$ cat src/sv/hbw_pkg.sv
package hbw_pkg;

    localparam int CHANNELS_DEF           = 4;
    localparam int COUNTER_BITS_DEF       = 17;
    localparam int TIMER_REGS             = 4;
    localparam int DEFAULT_STEP_MS        = 100;

    localparam int ENABLE_W  = 4;
    localparam int STEP_W    = 10;
    localparam int TIMEOUT_W = 16;
    localparam int COUNT_W   = 3;
    localparam int MASK_W    = 4;
    localparam int CHAN_W    = 2;
    localparam int ADDR_W    = 5;
    localparam int DATA_W    = 32;

    localparam logic [ENABLE_W-1:0]  ENABLE_RST  = 4'hF;
    localparam logic [STEP_W-1:0]    STEP_RST    = STEP_W'(DEFAULT_STEP_MS);
    localparam logic [TIMEOUT_W-1:0] TIMEOUT_RST = 16'd1000;
    localparam logic [COUNT_W-1:0]   COUNT_SAT   = 3'd7;

    // register index, byte address is 4 * index
    localparam logic [2:0] REG_ENABLE = 3'd0;
    localparam logic [2:0] REG_STEP   = 3'd1;
    localparam logic [2:0] REG_TMO0   = 3'd2;
    localparam logic [2:0] REG_TMO1   = 3'd3;
    localparam logic [2:0] REG_TMO2   = 3'd4;
    localparam logic [2:0] REG_TMO3   = 3'd5;

    localparam logic OP_TICK = 1'b0;
    localparam logic OP_PET  = 1'b1;

    typedef enum logic [1:0] {
        ST_IDLE,
        ST_SCAN,
        ST_DONE
    } t_state;

endpackage

$ cat src/sv/multi_channel_heartbeat_watchdog.sv
// Heartbeat watchdog over CHANNELS channels. Each request is a pet (clears one
// channel's elapsed counter and fault flag) or a tick (checks every channel)
// and yields exactly one result. A pet goes straight to the done state, which
// loads the output register once it is free. A tick walks the channels one per
// cycle through a single compare/add unit fed from the elapsed-counter RAM,
// whose registered read sits in a pipeline register ahead of that unit. The
// input stalls from acceptance until the result is in the output register,
// which then waits independently of the next request.
// Elapsed counters reset to zero through per-channel valid bits, so no clearing
// pass is needed. Registers sit on an APB port at byte addresses 0x00..0x14.
module multi_channel_heartbeat_watchdog #(
    parameter int CHANNELS     = hbw_pkg::CHANNELS_DEF,
    parameter int COUNTER_BITS = hbw_pkg::COUNTER_BITS_DEF
) (
    input  logic                              i_clk,
    input  logic                              i_rst_n,
    // request channel
    input  logic                              i_in_valid,
    output logic                              o_in_stall,
    input  logic                              i_opcode,
    input  logic [hbw_pkg::CHAN_W-1:0]        i_channel,
    // result channel
    output logic                              o_out_valid,
    input  logic                              i_out_stall,
    output logic [hbw_pkg::COUNT_W-1:0]       o_fault_count,
    output logic [hbw_pkg::MASK_W-1:0]        o_fault_mask,
    output logic                              o_all_clear,
    output logic                              o_count_changed,
    // configuration
    input  logic                              psel,
    input  logic                              penable,
    input  logic                              pwrite,
    input  logic [hbw_pkg::ADDR_W-1:0]        paddr,
    input  logic [hbw_pkg::DATA_W-1:0]        pwdata,
    output logic [hbw_pkg::DATA_W-1:0]        prdata,
    output logic                              pready
);

    localparam int IW = (CHANNELS > 1) ? $clog2(CHANNELS) : 1;
    localparam int XW = IW + 2;
    localparam int MB = (CHANNELS < hbw_pkg::MASK_W) ? CHANNELS : hbw_pkg::MASK_W;
    localparam logic [IW-1:0] LAST_IDX = IW'(CHANNELS - 1);

    // configuration registers
    logic [hbw_pkg::ENABLE_W-1:0]  r_enable;
    logic [hbw_pkg::STEP_W-1:0]    r_step;
    logic [hbw_pkg::TIMEOUT_W-1:0] r_tmo [hbw_pkg::TIMER_REGS];

    // channel state
    logic [CHANNELS-1:0]           r_flt;
    logic [CHANNELS-1:0]           r_elap_vld;
    logic [hbw_pkg::COUNT_W-1:0]   r_last;
    logic [hbw_pkg::COUNT_W-1:0]   r_prior;
    logic                          r_chg;

    // sequencer
    hbw_pkg::t_state               r_state;
    hbw_pkg::t_state               n_state;
    logic                          r_iss;
    logic [IW-1:0]                 r_idx;
    logic                          r_ex_vld;
    logic [IW-1:0]                 r_ex_idx;
    logic [hbw_pkg::COUNT_W-1:0]   r_cnt;
    logic [hbw_pkg::COUNT_W-1:0]   n_cnt;

    // output register
    logic                          r_out_vld;
    logic [hbw_pkg::COUNT_W-1:0]   r_o_cnt;
    logic [hbw_pkg::MASK_W-1:0]    r_o_mask;
    logic                          r_o_clr;
    logic                          r_o_chg;

    logic                          cfg_wr;
    logic                          in_acc;
    logic                          out_free;
    logic                          load_out;
    logic                          scan_last;
    logic [XW-1:0]                 pet_ext;
    logic                          pet_ok;
    logic [IW-1:0]                 pet_idx;
    logic [XW-1:0]                 ex_ext;
    logic [1:0]                    tmo_sel;
    logic                          chk_on;
    logic                          flt_now;
    logic                          ram_we;
    logic                          ram_re;
    logic [COUNTER_BITS-1:0]       ram_rdata;
    logic [COUNTER_BITS-1:0]       elap_cur;
    logic                          expired;
    logic [COUNTER_BITS-1:0]       elap_next;
    logic [hbw_pkg::MASK_W-1:0]    cur_mask;

    assign cfg_wr = psel && penable && pwrite && pready;
    assign pready = 1'b1;

    always_comb begin
        case (paddr[4:2])
            hbw_pkg::REG_ENABLE: prdata = hbw_pkg::DATA_W'(r_enable);
            hbw_pkg::REG_STEP:   prdata = hbw_pkg::DATA_W'(r_step);
            hbw_pkg::REG_TMO0:   prdata = hbw_pkg::DATA_W'(r_tmo[0]);
            hbw_pkg::REG_TMO1:   prdata = hbw_pkg::DATA_W'(r_tmo[1]);
            hbw_pkg::REG_TMO2:   prdata = hbw_pkg::DATA_W'(r_tmo[2]);
            hbw_pkg::REG_TMO3:   prdata = hbw_pkg::DATA_W'(r_tmo[3]);
            default:             prdata = '0;
        endcase
    end

    always_ff @(posedge i_clk) begin
        if (!i_rst_n) begin
            r_enable <= hbw_pkg::ENABLE_RST;
            r_step   <= hbw_pkg::STEP_RST;
            for (int i = 0; i < hbw_pkg::TIMER_REGS; i++) begin
                r_tmo[i] <= hbw_pkg::TIMEOUT_RST;
            end
        end else if (cfg_wr) begin
            case (paddr[4:2])
                hbw_pkg::REG_ENABLE: r_enable <= pwdata[hbw_pkg::ENABLE_W-1:0];
                hbw_pkg::REG_STEP:   r_step   <= pwdata[hbw_pkg::STEP_W-1:0];
                hbw_pkg::REG_TMO0:   r_tmo[0] <= pwdata[hbw_pkg::TIMEOUT_W-1:0];
                hbw_pkg::REG_TMO1:   r_tmo[1] <= pwdata[hbw_pkg::TIMEOUT_W-1:0];
                hbw_pkg::REG_TMO2:   r_tmo[2] <= pwdata[hbw_pkg::TIMEOUT_W-1:0];
                hbw_pkg::REG_TMO3:   r_tmo[3] <= pwdata[hbw_pkg::TIMEOUT_W-1:0];
                default: ;
            endcase
        end
    end

    // handshake and scan decode
    always_comb begin
        in_acc    = i_in_valid && !o_in_stall;
        out_free  = !r_out_vld || !i_out_stall;
        scan_last = r_ex_vld && (r_ex_idx == LAST_IDX);
        pet_ext   = XW'(i_channel);
        pet_ok    = pet_ext < XW'(CHANNELS);
        pet_idx   = pet_ext[IW-1:0];
        ex_ext    = XW'(r_ex_idx);
        tmo_sel   = ex_ext[1:0];
        // only the first four channels have registers and can be watched
        chk_on    = (ex_ext < XW'(hbw_pkg::TIMER_REGS)) && r_enable[tmo_sel]
                    && !r_flt[r_ex_idx];
        elap_cur  = r_elap_vld[r_ex_idx] ? ram_rdata : '0;
        flt_now   = r_flt[r_ex_idx] || (chk_on && expired);
        n_cnt     = (flt_now && (r_cnt != hbw_pkg::COUNT_SAT)) ?
                    r_cnt + hbw_pkg::COUNT_W'(1) : r_cnt;
        ram_re    = (r_state == hbw_pkg::ST_SCAN) && r_iss;
        ram_we    = (r_state == hbw_pkg::ST_SCAN) && r_ex_vld && chk_on && !expired;
        cur_mask  = hbw_pkg::MASK_W'(r_flt[MB-1:0]);
    end

    // next state
    always_comb begin
        n_state = r_state;
        case (r_state)
            hbw_pkg::ST_IDLE: begin
                if (in_acc) begin
                    n_state = (i_opcode == hbw_pkg::OP_TICK) ? hbw_pkg::ST_SCAN :
                                                               hbw_pkg::ST_DONE;
                end
            end
            hbw_pkg::ST_SCAN: begin
                if (scan_last) begin
                    n_state = hbw_pkg::ST_DONE;
                end
            end
            hbw_pkg::ST_DONE: begin
                if (out_free) begin
                    n_state = hbw_pkg::ST_IDLE;
                end
            end
            default: n_state = hbw_pkg::ST_IDLE;
        endcase
    end

    // sequencer outputs
    always_comb begin
        case (r_state)
            hbw_pkg::ST_IDLE: begin
                o_in_stall = 1'b0;
                load_out   = 1'b0;
            end
            hbw_pkg::ST_DONE: begin
                o_in_stall = 1'b1;
                load_out   = out_free;
            end
            default: begin
                o_in_stall = 1'b1;
                load_out   = 1'b0;
            end
        endcase
    end

    hbw_ram #(
        .WIDTH (COUNTER_BITS),
        .DEPTH (CHANNELS)
    ) u_elap_ram (
        .i_clk   (i_clk),
        .i_we    (ram_we),
        .i_waddr (r_ex_idx),
        .i_wdata (elap_next),
        .i_re    (ram_re),
        .i_raddr (r_idx),
        .o_rdata (ram_rdata)
    );

    hbw_unit #(
        .COUNTER_BITS (COUNTER_BITS)
    ) u_unit (
        .i_elapsed (elap_cur),
        .i_timeout (r_tmo[tmo_sel]),
        .i_step    (r_step),
        .o_expired (expired),
        .o_next    (elap_next)
    );

    always_ff @(posedge i_clk) begin
        if (!i_rst_n) begin
            r_state    <= hbw_pkg::ST_IDLE;
            r_iss      <= 1'b0;
            r_idx      <= '0;
            r_ex_vld   <= 1'b0;
            r_cnt      <= '0;
            r_flt      <= '0;
            r_elap_vld <= '0;
            r_last     <= '0;
            r_prior    <= '0;
            r_chg      <= 1'b0;
            r_out_vld  <= 1'b0;
        end else begin
            r_state <= n_state;

            if (in_acc) begin
                if (i_opcode == hbw_pkg::OP_PET) begin
                    r_chg <= 1'b0;
                    if (pet_ok) begin
                        r_flt[pet_idx]      <= 1'b0;
                        r_elap_vld[pet_idx] <= 1'b0;
                    end
                end else begin
                    r_idx    <= '0;
                    r_iss    <= 1'b1;
                    r_ex_vld <= 1'b0;
                    r_cnt    <= '0;
                end
            end

            if (r_state == hbw_pkg::ST_SCAN) begin
                // read of channel r_idx overlaps update of channel r_ex_idx
                r_ex_vld <= r_iss;
                r_ex_idx <= r_idx;
                if (r_iss) begin
                    if (r_idx == LAST_IDX) begin
                        r_iss <= 1'b0;
                    end else begin
                        r_idx <= r_idx + IW'(1);
                    end
                end
                if (r_ex_vld) begin
                    r_cnt <= n_cnt;
                    if (chk_on && expired) begin
                        r_flt[r_ex_idx] <= 1'b1;
                    end
                    if (ram_we) begin
                        r_elap_vld[r_ex_idx] <= 1'b1;
                    end
                    if (scan_last) begin
                        r_last  <= n_cnt;
                        r_prior <= n_cnt;
                        r_chg   <= (n_cnt != r_prior);
                    end
                end
            end

            if (load_out) begin
                r_out_vld <= 1'b1;
            end else if (!i_out_stall) begin
                r_out_vld <= 1'b0;
            end
        end
    end

    always_ff @(posedge i_clk) begin
        if (load_out) begin
            r_o_cnt  <= r_last;
            r_o_mask <= cur_mask;
            r_o_clr  <= (r_last == '0);
            r_o_chg  <= r_chg;
        end
    end

    assign o_out_valid     = r_out_vld;
    assign o_fault_count   = r_o_cnt;
    assign o_fault_mask    = r_o_mask;
    assign o_all_clear     = r_o_clr;
    assign o_count_changed = r_o_chg;

endmodule

$ cat src/sv/hbw_ram.sv
module hbw_ram #(
    parameter int WIDTH = 8,
    parameter int DEPTH = 4
) (
    input  logic                                   i_clk,
    input  logic                                   i_we,
    input  logic [((DEPTH > 1) ? $clog2(DEPTH) : 1)-1:0] i_waddr,
    input  logic [WIDTH-1:0]                       i_wdata,
    input  logic                                   i_re,
    input  logic [((DEPTH > 1) ? $clog2(DEPTH) : 1)-1:0] i_raddr,
    output logic [WIDTH-1:0]                       o_rdata
);

    logic [WIDTH-1:0] r_mem [DEPTH];
    logic [WIDTH-1:0] r_rdata;

    always_ff @(posedge i_clk) begin
        if (i_we) begin
            r_mem[i_waddr] <= i_wdata;
        end
        if (i_re) begin
            r_rdata <= r_mem[i_raddr];
        end
    end

    assign o_rdata = r_rdata;

endmodule

$ cat src/sv/hbw_unit.sv
// Shared check/advance unit: one channel per use.
module hbw_unit #(
    parameter int COUNTER_BITS = hbw_pkg::COUNTER_BITS_DEF
) (
    input  logic [COUNTER_BITS-1:0]         i_elapsed,
    input  logic [hbw_pkg::TIMEOUT_W-1:0]   i_timeout,
    input  logic [hbw_pkg::STEP_W-1:0]      i_step,
    output logic                            o_expired,
    output logic [COUNTER_BITS-1:0]         o_next
);

    localparam int W = ((COUNTER_BITS > hbw_pkg::TIMEOUT_W) ?
                        COUNTER_BITS : hbw_pkg::TIMEOUT_W) + 1;
    localparam logic [W-1:0] CNT_MAX = W'({COUNTER_BITS{1'b1}});

    logic [W-1:0] sum;

    always_comb begin
        o_expired = W'(i_elapsed) > W'(i_timeout);
        sum       = W'(i_elapsed) + W'(i_step);
        o_next    = (sum > CNT_MAX) ? {COUNTER_BITS{1'b1}} : sum[COUNTER_BITS-1:0];
    end

endmodule

$ cat config.mk
export PLATFORM = sky130hd
export DESIGN_NAME = multi_channel_heartbeat_watchdog
export DESIGN_NICKNAME = d
export VERILOG_FILES = /design/src/sv/hbw_pkg.sv /design/src/sv/multi_channel_heartbeat_watchdog.sv /design/src/sv/hbw_ram.sv /design/src/sv/hbw_unit.sv
export SDC_FILE = /design/constraint.sdc
export NUM_CORES = 1
export LEC_CHECK = 0
export BUFFER_PORTS_ARGS = -buffer_cell sky130_fd_sc_hd__clkbuf_2
export CAP_MARGIN = 20
export CORE_MARGIN = 2
export CORE_UTILIZATION = 59
export CTS_CLUSTER_DIAMETER = 40
export DETAILED_ROUTE_END_ITERATION = 8
export GPL_ROUTABILITY_DRIVEN = 0
export PLACE_DENSITY_LB_ADDON = 0.2
export SETUP_SLACK_MARGIN = 0.02
export SKIP_CTS_REPAIR_TIMING = 1
export SLEW_MARGIN = 10
export SYNTH_ARGS = -nofsm -noshare
export SYNTH_HDL_FRONTEND = slang
export SYNTH_SLANG_ARGS = --single-unit
$ cat constraint.sdc
create_clock -name i_clk -period 6.8 [get_ports i_clk]
set_clock_uncertainty 0.15 [all_clocks]
set_input_delay 1.36 -clock i_clk [delete_from_list [all_inputs] [get_ports i_clk]]
set_output_delay 1.36 -clock i_clk [all_outputs]
set_load 0.03 [all_outputs]
==> results of run 1 <==
==> flip-flops by register name, summed over array words and instances (netlist names), 3 cells and up, named ones only <==
signal and cells:
r_elap_vld 4, u_elap_ram.r_mem 68, r_prior 3, r_step 10, r_enable 4, r_cnt 3, u_elap_ram.o_rdata 17, o_fault_mask 4
r_tmo 64, cur_mask 4, o_fault_count 3
==> through the flow <==
step	total power, uW	hold WS, ns	setup slack (ns)	utilization, %	cells
floorplan	1511	0.2505	1.573	-	797
global placement	1560	0.2579	1.458	62.63	1029
detailed placement	1568	0.2703	1.365	62.63	1029
CTS	2565	0.2883	1.341	66.25	1061
global route	2634	0.3060	1.034	66.28	1062
finish	2560	0.2973	1.311	66.28	1062
==> layout by cell type, fill, tap and decap left out, drive strengths merged, types with 3 or more instances in the layout <==
cell	n
a211oi	3
a21boi	13
a21o	8
a21oi	31
a221oi	6
a22oi	5
and2	55
and3	9
buf	12
clkbuf	73
clkinv	6
conb	17
dfxtp	38
edfxtp	160
ha	24
inv	37
maj3	3
mux2	3
mux2i	27
mux4	37
nand2	63
nand2b	12
nand3	19
nand4	11
nand4b	3
nor2	34
nor2b	11
nor3	8
nor3b	5
o211a	3
o21a	10
o21ai	19
o22ai	9
o31ai	3
or2	3
or3	19
xnor2	9
xor2	6
==> per-layer routing <==
layer / global-route usage, % / vias up / share of wire (%)
li1: - / 2994 / -
met1: 34.15 / 3170 / 41
met2: 42.31 / 268 / 50
met3: 4.528 / 37 / 6.4
met4: 9.161 / 0 / 1.9
met5: 0 / - / 0
==> area by class of cell <==
type	count	area, um2
well taps	220	275.3
clock inverters	15	170.2
repair buffers	68	370.4
inverters	31	116.4
clock buffers	17	425.4
flip-flops and latches	198	5565
multi-input cells	513	3990
fillers	1196	5553
==> cells by family (layout without fill, tap and decap cells) <==
family	Yosys count	after routing	share of synthesized area, %
DFF	198	198	56.53
xor gates and xnor gates	15	15	1.335
AOI/OAI and AO/OA	128	128	8.897
adders and majority gates	28	28	3.559
buffers and inverters	86	131	4.042
muxes	67	67	11.71
other	2	17	0.07629
and+or+nand+nor	258	258	13.85
==> power by group <==
| part | leakage, uW | switching, uW | internal (uW) |
|---|---|---|---|
| Sequential | 0.00175 | 19.2 | 1330 |
| Clock | 0.000293 | 464 | 553 |
| Combinational | 0.00204 | 127 | 68.6 |
==> Yosys cell counts, types with 5 or more instances <==
cell	instances	area, um2
a21oi_1	31	155.2
and2_1	55	344.1
xor2_1	6	52.55
nor3_1	8	40.04
edfxtp_1	160	4805
a221oi_1	6	52.55
a21o_1	8	60.06
dfxtp_1	38	760.7
o21a_1	10	75.07
nand4_1	11	68.82
a22oi_1	5	37.54
nand2_1	62	232.7
nor2b_1	11	68.82
clkbuf_1	31	116.4
and3_1	9	56.30
ha_1	24	300.3
mux4_2	33	743.2
o22ai_1	9	56.30
mux2i_1	27	270.3
buf_1	5	18.77
a21boi_0	13	97.59
inv_1	31	116.4
nor2_1	34	127.6
nor3b_1	5	37.54
buf_4	18	135.1
xnor2_1	9	78.83
nand3_1	19	95.09
o21ai_0	19	95.09
nand2b_1	12	75.07
or3_1	19	118.9
==> how the worst max path moves through the flow <==
stage / start / endpoint / cells after the start
global route: r_ex_idx[1] / u_elap_ram.r_mem[2][15] / 12
finish: r_ex_idx[1] / u_elap_ram.r_mem[2][15] / 12
detailed placement: r_ex_idx[1] / u_elap_ram.r_mem[2][6] / 12
global placement: r_ex_idx[1] / u_elap_ram.r_mem[2][7] / 12
CTS: r_ex_idx[1] / u_elap_ram.r_mem[2][15] / 12
floorplan: r_ex_idx[0] / u_elap_ram.r_mem[2][0] / 15
==> summary.txt, run 1 <==
Run status
  – Outcome: complete, no violations

GRT
  – Largest net degree at the start of global routing: between 40 and 50
  – Gr ovfl total: 0
  – Vias in the first global route: approximately 6.5k
  – First-pass GRT wire length: ~34000 um
  – Antenna violations before repair: 0
  – GRT Util Overall: 25.45%

Worst setup path
  – CP cell instances: mux4_2, inv_1, nor2_1, ha_1, a211oi_1, o21ai_0, a21o_1, a2111oi_0, a21o_1, a21oi_1, nand2b_1, nor3b_4
  – Reg2Reg Depth: 12
  – Most used cell, CP: a21o_1
  – Startpoint types: flop
  – Critical R2R Capture: u_elap_ram.r_mem[2][15]
  – CP endpoint kind: flop
  – Reg-to-reg startpoint: r_ex_idx[1]
  – Bufs and invs on worst path: 1
  – Largest stage delay, worst path: 0.90 ns
  – Max FO, Critical Path: 28
  – Kind of critical path: flop to flop
  – Reg2reg setup slack: 1.31 ns
  – Crit path DAT: about 5.4 ns
  – Slowest stage cell, crit path: nor3b_4
  – Crit-path leading delay family: compound AO/OA/AOI/OAI gates
  – Critical Path RT: 6.70 ns

Final layout
  – Final nets: around 900
  – Fraction of layout cells with a size suffix above 1: between 15 and 20%
  – P&R area growth vs syn: 10.85%
  – # diodes: 0
  – Final Instance Area: between 0.01 and 0.015 mm2

Routing
  – First drt pass iteration count: 8
  – Antenna-violating nets left: 0
  – Via density: roughly 6
  – Initial drt markers: between 500 and 600
  – Vias: 6469
  – WL/cell: between 20 and 25 um
  – Routed WL: about 22000 um
  – DRC: 0

Clocking
  – CTS Buf Count: 17
  – Clk buf depth: 2
  – Root cell of the clock tree: clkbuf_16
  – CTS HTree Levels: 4
  – Worst-path clk slew: approximately 0.070 ns
  – CTS tree: built
  – Clock latency on the worst-skew pair: between 0.4 and 0.5 ns
  – CTS sink cnt: around 200

Floorplan
  – Initial cell density of the core: 59.79%
  – IO Pins: slightly above 90
  – Site Rows: 47
  – Die area: 0.01773 mm2
  – Die width: about 130 um
  – Die Ht: approximately 130 um
  – Core footprint: approximately 0.016 mm2

Place
  – Placement Cell Area: between 0.01 and 0.015 mm2
  – Detail Placement HPWL: 14790 um
  – I/O Buffers: 55

Power and ir drop
  – Leakage power: 0.004084 uW
  – Worst ir drop on vdd: between 0.15 and 0.2 mV
  – PwrDens: ~230 mW/mm2

STA
  – Worst-margin pin slew: roughly 1.1 ns
  – RSZ-0062 raised after global routing: no
  – Fmax: ~180 MHz
  – Setup violators final: 0
  – Setup_tns: 0 ns
  – Final period util: 80.71%
  – Slew headroom: between 20% and 30%
  – Final Max Tran Viols: 0
  – Minimum clock period: around 5.5 ns
  – Hold Fails Final Rpt: 0

Synthesis
  – Synth Flop Type: edfxtp_1
  – Mapped Area: 0.009844 mm2
  – Yosys reg bits: 198
  – Distinct cell type count after synthesis: 63
  – Asr flop ratio synth: 0%
  – Number of warnings issued by yosys: 0
  – Mapped Avg Cell Area: between 10 and 15 um2
  – Post-synth EDFFs: 160
  – Mapped Cells: roughly 780
  – Post-synthesis sequential area ratio: between 50 and 60%

Job
  – Maxcap violations: 0

Min path
  – HP Class: flop to flop
  – Hold path start: r_chg
  – Worst hold path depth: 0
  – Endpoint, Worst Hold: o_count_changed
No activity file was read; power rests on OpenSTA's default activity.
==> run 2: changes to the inputs <==
- clock period: 6.8 -> 5.4 ns (I/O delays scaled with it)
==> run 2 against run 1 <==
Global-route usage rose by 0.20 points. Worst hold slack got worse by 0.016 ns. Clock power rose by 22%.
==> summary.txt, run 2 (synthesized netlist as in run 1, its figures left out) <==
Run status
  – Outcome: complete, no violations

Routing
  – Initial drt markers: 473 (-11%)
  – Vias: 6506 (+0.57%)
  – Routed WL: 21930 um (+1.7%)
  – DRC: 0 (unchanged)
  – First drt pass iteration count: 5 (-3)
  – Antenna-violating nets left: 0 (unchanged)
  – WL/cell: 20.57 um (+1.3%)
  – Via density: 6.103 (+0.19%)

Final layout
  – # diodes: 0 (unchanged)
  – P&R area growth vs syn: 10.77% (about the same)
  – Final nets: 905 (+0.44%)
  – Final Instance Area: 0.01090 mm2 (about the same)
  – Fraction of layout cells with a size suffix above 1: 17.85% (+0.27 points)
  – Number of flip-flops in the largest register: 68 (unchanged)
  – Most common cell after layout, fill and taps aside: edfxtp_1
  – Fillers: 1235 (+3.3%)
  – Most frequent cells in the layout: edfxtp_1, nand2_1, and2_1, clkbuf_2, dfxtp_1
  – Fin util: 66.22% (about the same)
  – Reg with most FFs: u_elap_ram.r_mem

Worst setup path
  – Max FO, Critical Path: 28 (unchanged)
  – Crit path DAT: 4.67 ns (-0.72 ns)
  – Reg2reg setup slack: 0.70 ns (-0.61 ns)
  – Startpoint types: flop
  – CP endpoint kind: flop
  – Kind of critical path: flop to flop
  – Critical Path RT: 5.37 ns (-1.33 ns)

Floorplan
  – IO Pins: 91 (unchanged)
  – Core footprint: 0.01647 mm2 (unchanged)
  – Die width: 133.2 um (unchanged)
  – Die area: 0.01773 mm2 (unchanged)
  – Site Rows: 47 (unchanged)
  – Initial cell density of the core: 59.79% (unchanged)
  – Die Ht: 133.2 um (unchanged)

Power and ir drop
  – PwrDens: 291.9 mW/mm2 (+24%)
  – Leakage power: 0.004078 uW (-0.15%)
  – Worst ir drop on vdd: 0.2152 mV (+15%)
  – Overall power: 3183 uW (+24%)

Clocking
  – Clock latency on the worst-skew pair: 0.44 ns (about the same)
  – CTS tree: built
  – CTS sink cnt: 198 (unchanged)
  – CTS HTree Levels: 4 (unchanged)
  – Clk buf depth: 2 (unchanged)
  – Worst-path clk slew: 0.07 ns (about the same)
  – Root cell of the clock tree: clkbuf_16
  – CTS Buf Count: 17 (unchanged)

Job
  – Maxcap violations: 0 (unchanged)

STA
  – Setup_tns: 0 ns (unchanged)
  – Hold Fails Final Rpt: 0 (unchanged)
  – Setup violators final: 0 (unchanged)
  – Minimum clock period: 4.702 ns (-0.7865 ns)
  – Final period util: 87.08% (+6.4 points)
  – Fmax: 212.7 MHz (+17%)
  – Worst-margin pin slew: 1.084 ns (-0.01017 ns)
  – Final Max Tran Viols: 0 (unchanged)
  – Slew headroom: 27.64% (+0.68 points)
  – RSZ-0062 raised after global routing: no
  – Setup slack after layout: 0.6979 ns (-0.6135 ns)

GRT
  – Largest net degree at the start of global routing: 42 (-2.3%)
  – Vias in the first global route: 6650 (+2.6%)
  – Antenna violations before repair: 0 (unchanged)
  – Gr ovfl total: 0 (unchanged)
  – GRT Util Overall: 25.65% (+0.20 points)
  – First-pass GRT wire length: 34390 um (about the same)

Place
  – Placement Cell Area: 0.01033 mm2 (+0.18%)
  – Detail Placement HPWL: 15090 um (+2.1%)
  – I/O Buffers: 55 (unchanged)
  – Pre-CTS WS: 0.7092 ns (-0.6560 ns)

Min path
  – HP Class: flop to flop
-- run 2: changes by cell type in the layout (fill, tap and decap cells not counted), sizes merged --
cell / change
inv: +1
buf: +5
clkinv: -1
bufinv: -1
-- run 2: per-stage QoR --
stage,cells,hold slack (ns)
after floorplan,797,0.2505
after global placement,1034,0.2573
after detailed placement,1034,0.2675
after CTS,1066,0.2831
after global routing,1066,0.2916
final,1066,0.2810
-- run 2: metal layers --
layer  share of wire, %  up-vias  wire length (um)  GRT usage [%]
li1                   -     3008                 -              -
met1                 41     3226              9052          32.31
met2                 51      229             11220          44.50
met3                5.3       43              1155          5.099
met4                2.3        0               504          9.279
met5                  0        -                 0              0
-- run 2: worst paths after layout --
check         startpoint                     end  cells after the start
min reg2reg        r_chg         o_count_changed                      0
max          r_ex_idx[0]  u_elap_ram.r_mem[2][3]                     13
max reg2reg  r_ex_idx[0]  u_elap_ram.r_mem[2][3]                     13
min                r_chg         o_count_changed                      0
-- run 2: where the power goes --
part           leakage [uW]  internal (uW)  switching, uW
logic               0.00204           86.9            160
registers           0.00175           1670           25.0
clock network      0.000281            652            586
-- run 2: worst max-delay path: stages, from the launching register on --
cell       delay, ns
edfxtp_1        0.41
mux4_2          0.69
inv_1           0.11
nor2_1          0.23
ha_1            0.29
a211oi_1        0.22
o21ai_0         0.13
a21o_1          0.22
a2111oi_0       0.59
a21o_1          0.30
a21oi_1         0.21
nand2b_1        0.27
nor3b_2         0.24
buf_4           0.32
-- run 2: cell type report --
| class | count | area (um2) | area share, % |
|---|---|---|---|
| multi-input cells | 513 | 3971 | 36.42 |
| inverters | 31 | 116.4 | 1.067 |
| well taps | 220 | 275.3 | 2.524 |
| repair buffers | 72 | 402.9 | 3.695 |
| clock buffers | 18 | 429.2 | 3.936 |
| clock inverters | 14 | 143.9 | 1.320 |
| flip-flops and latches | 198 | 5565 | 51.04 |
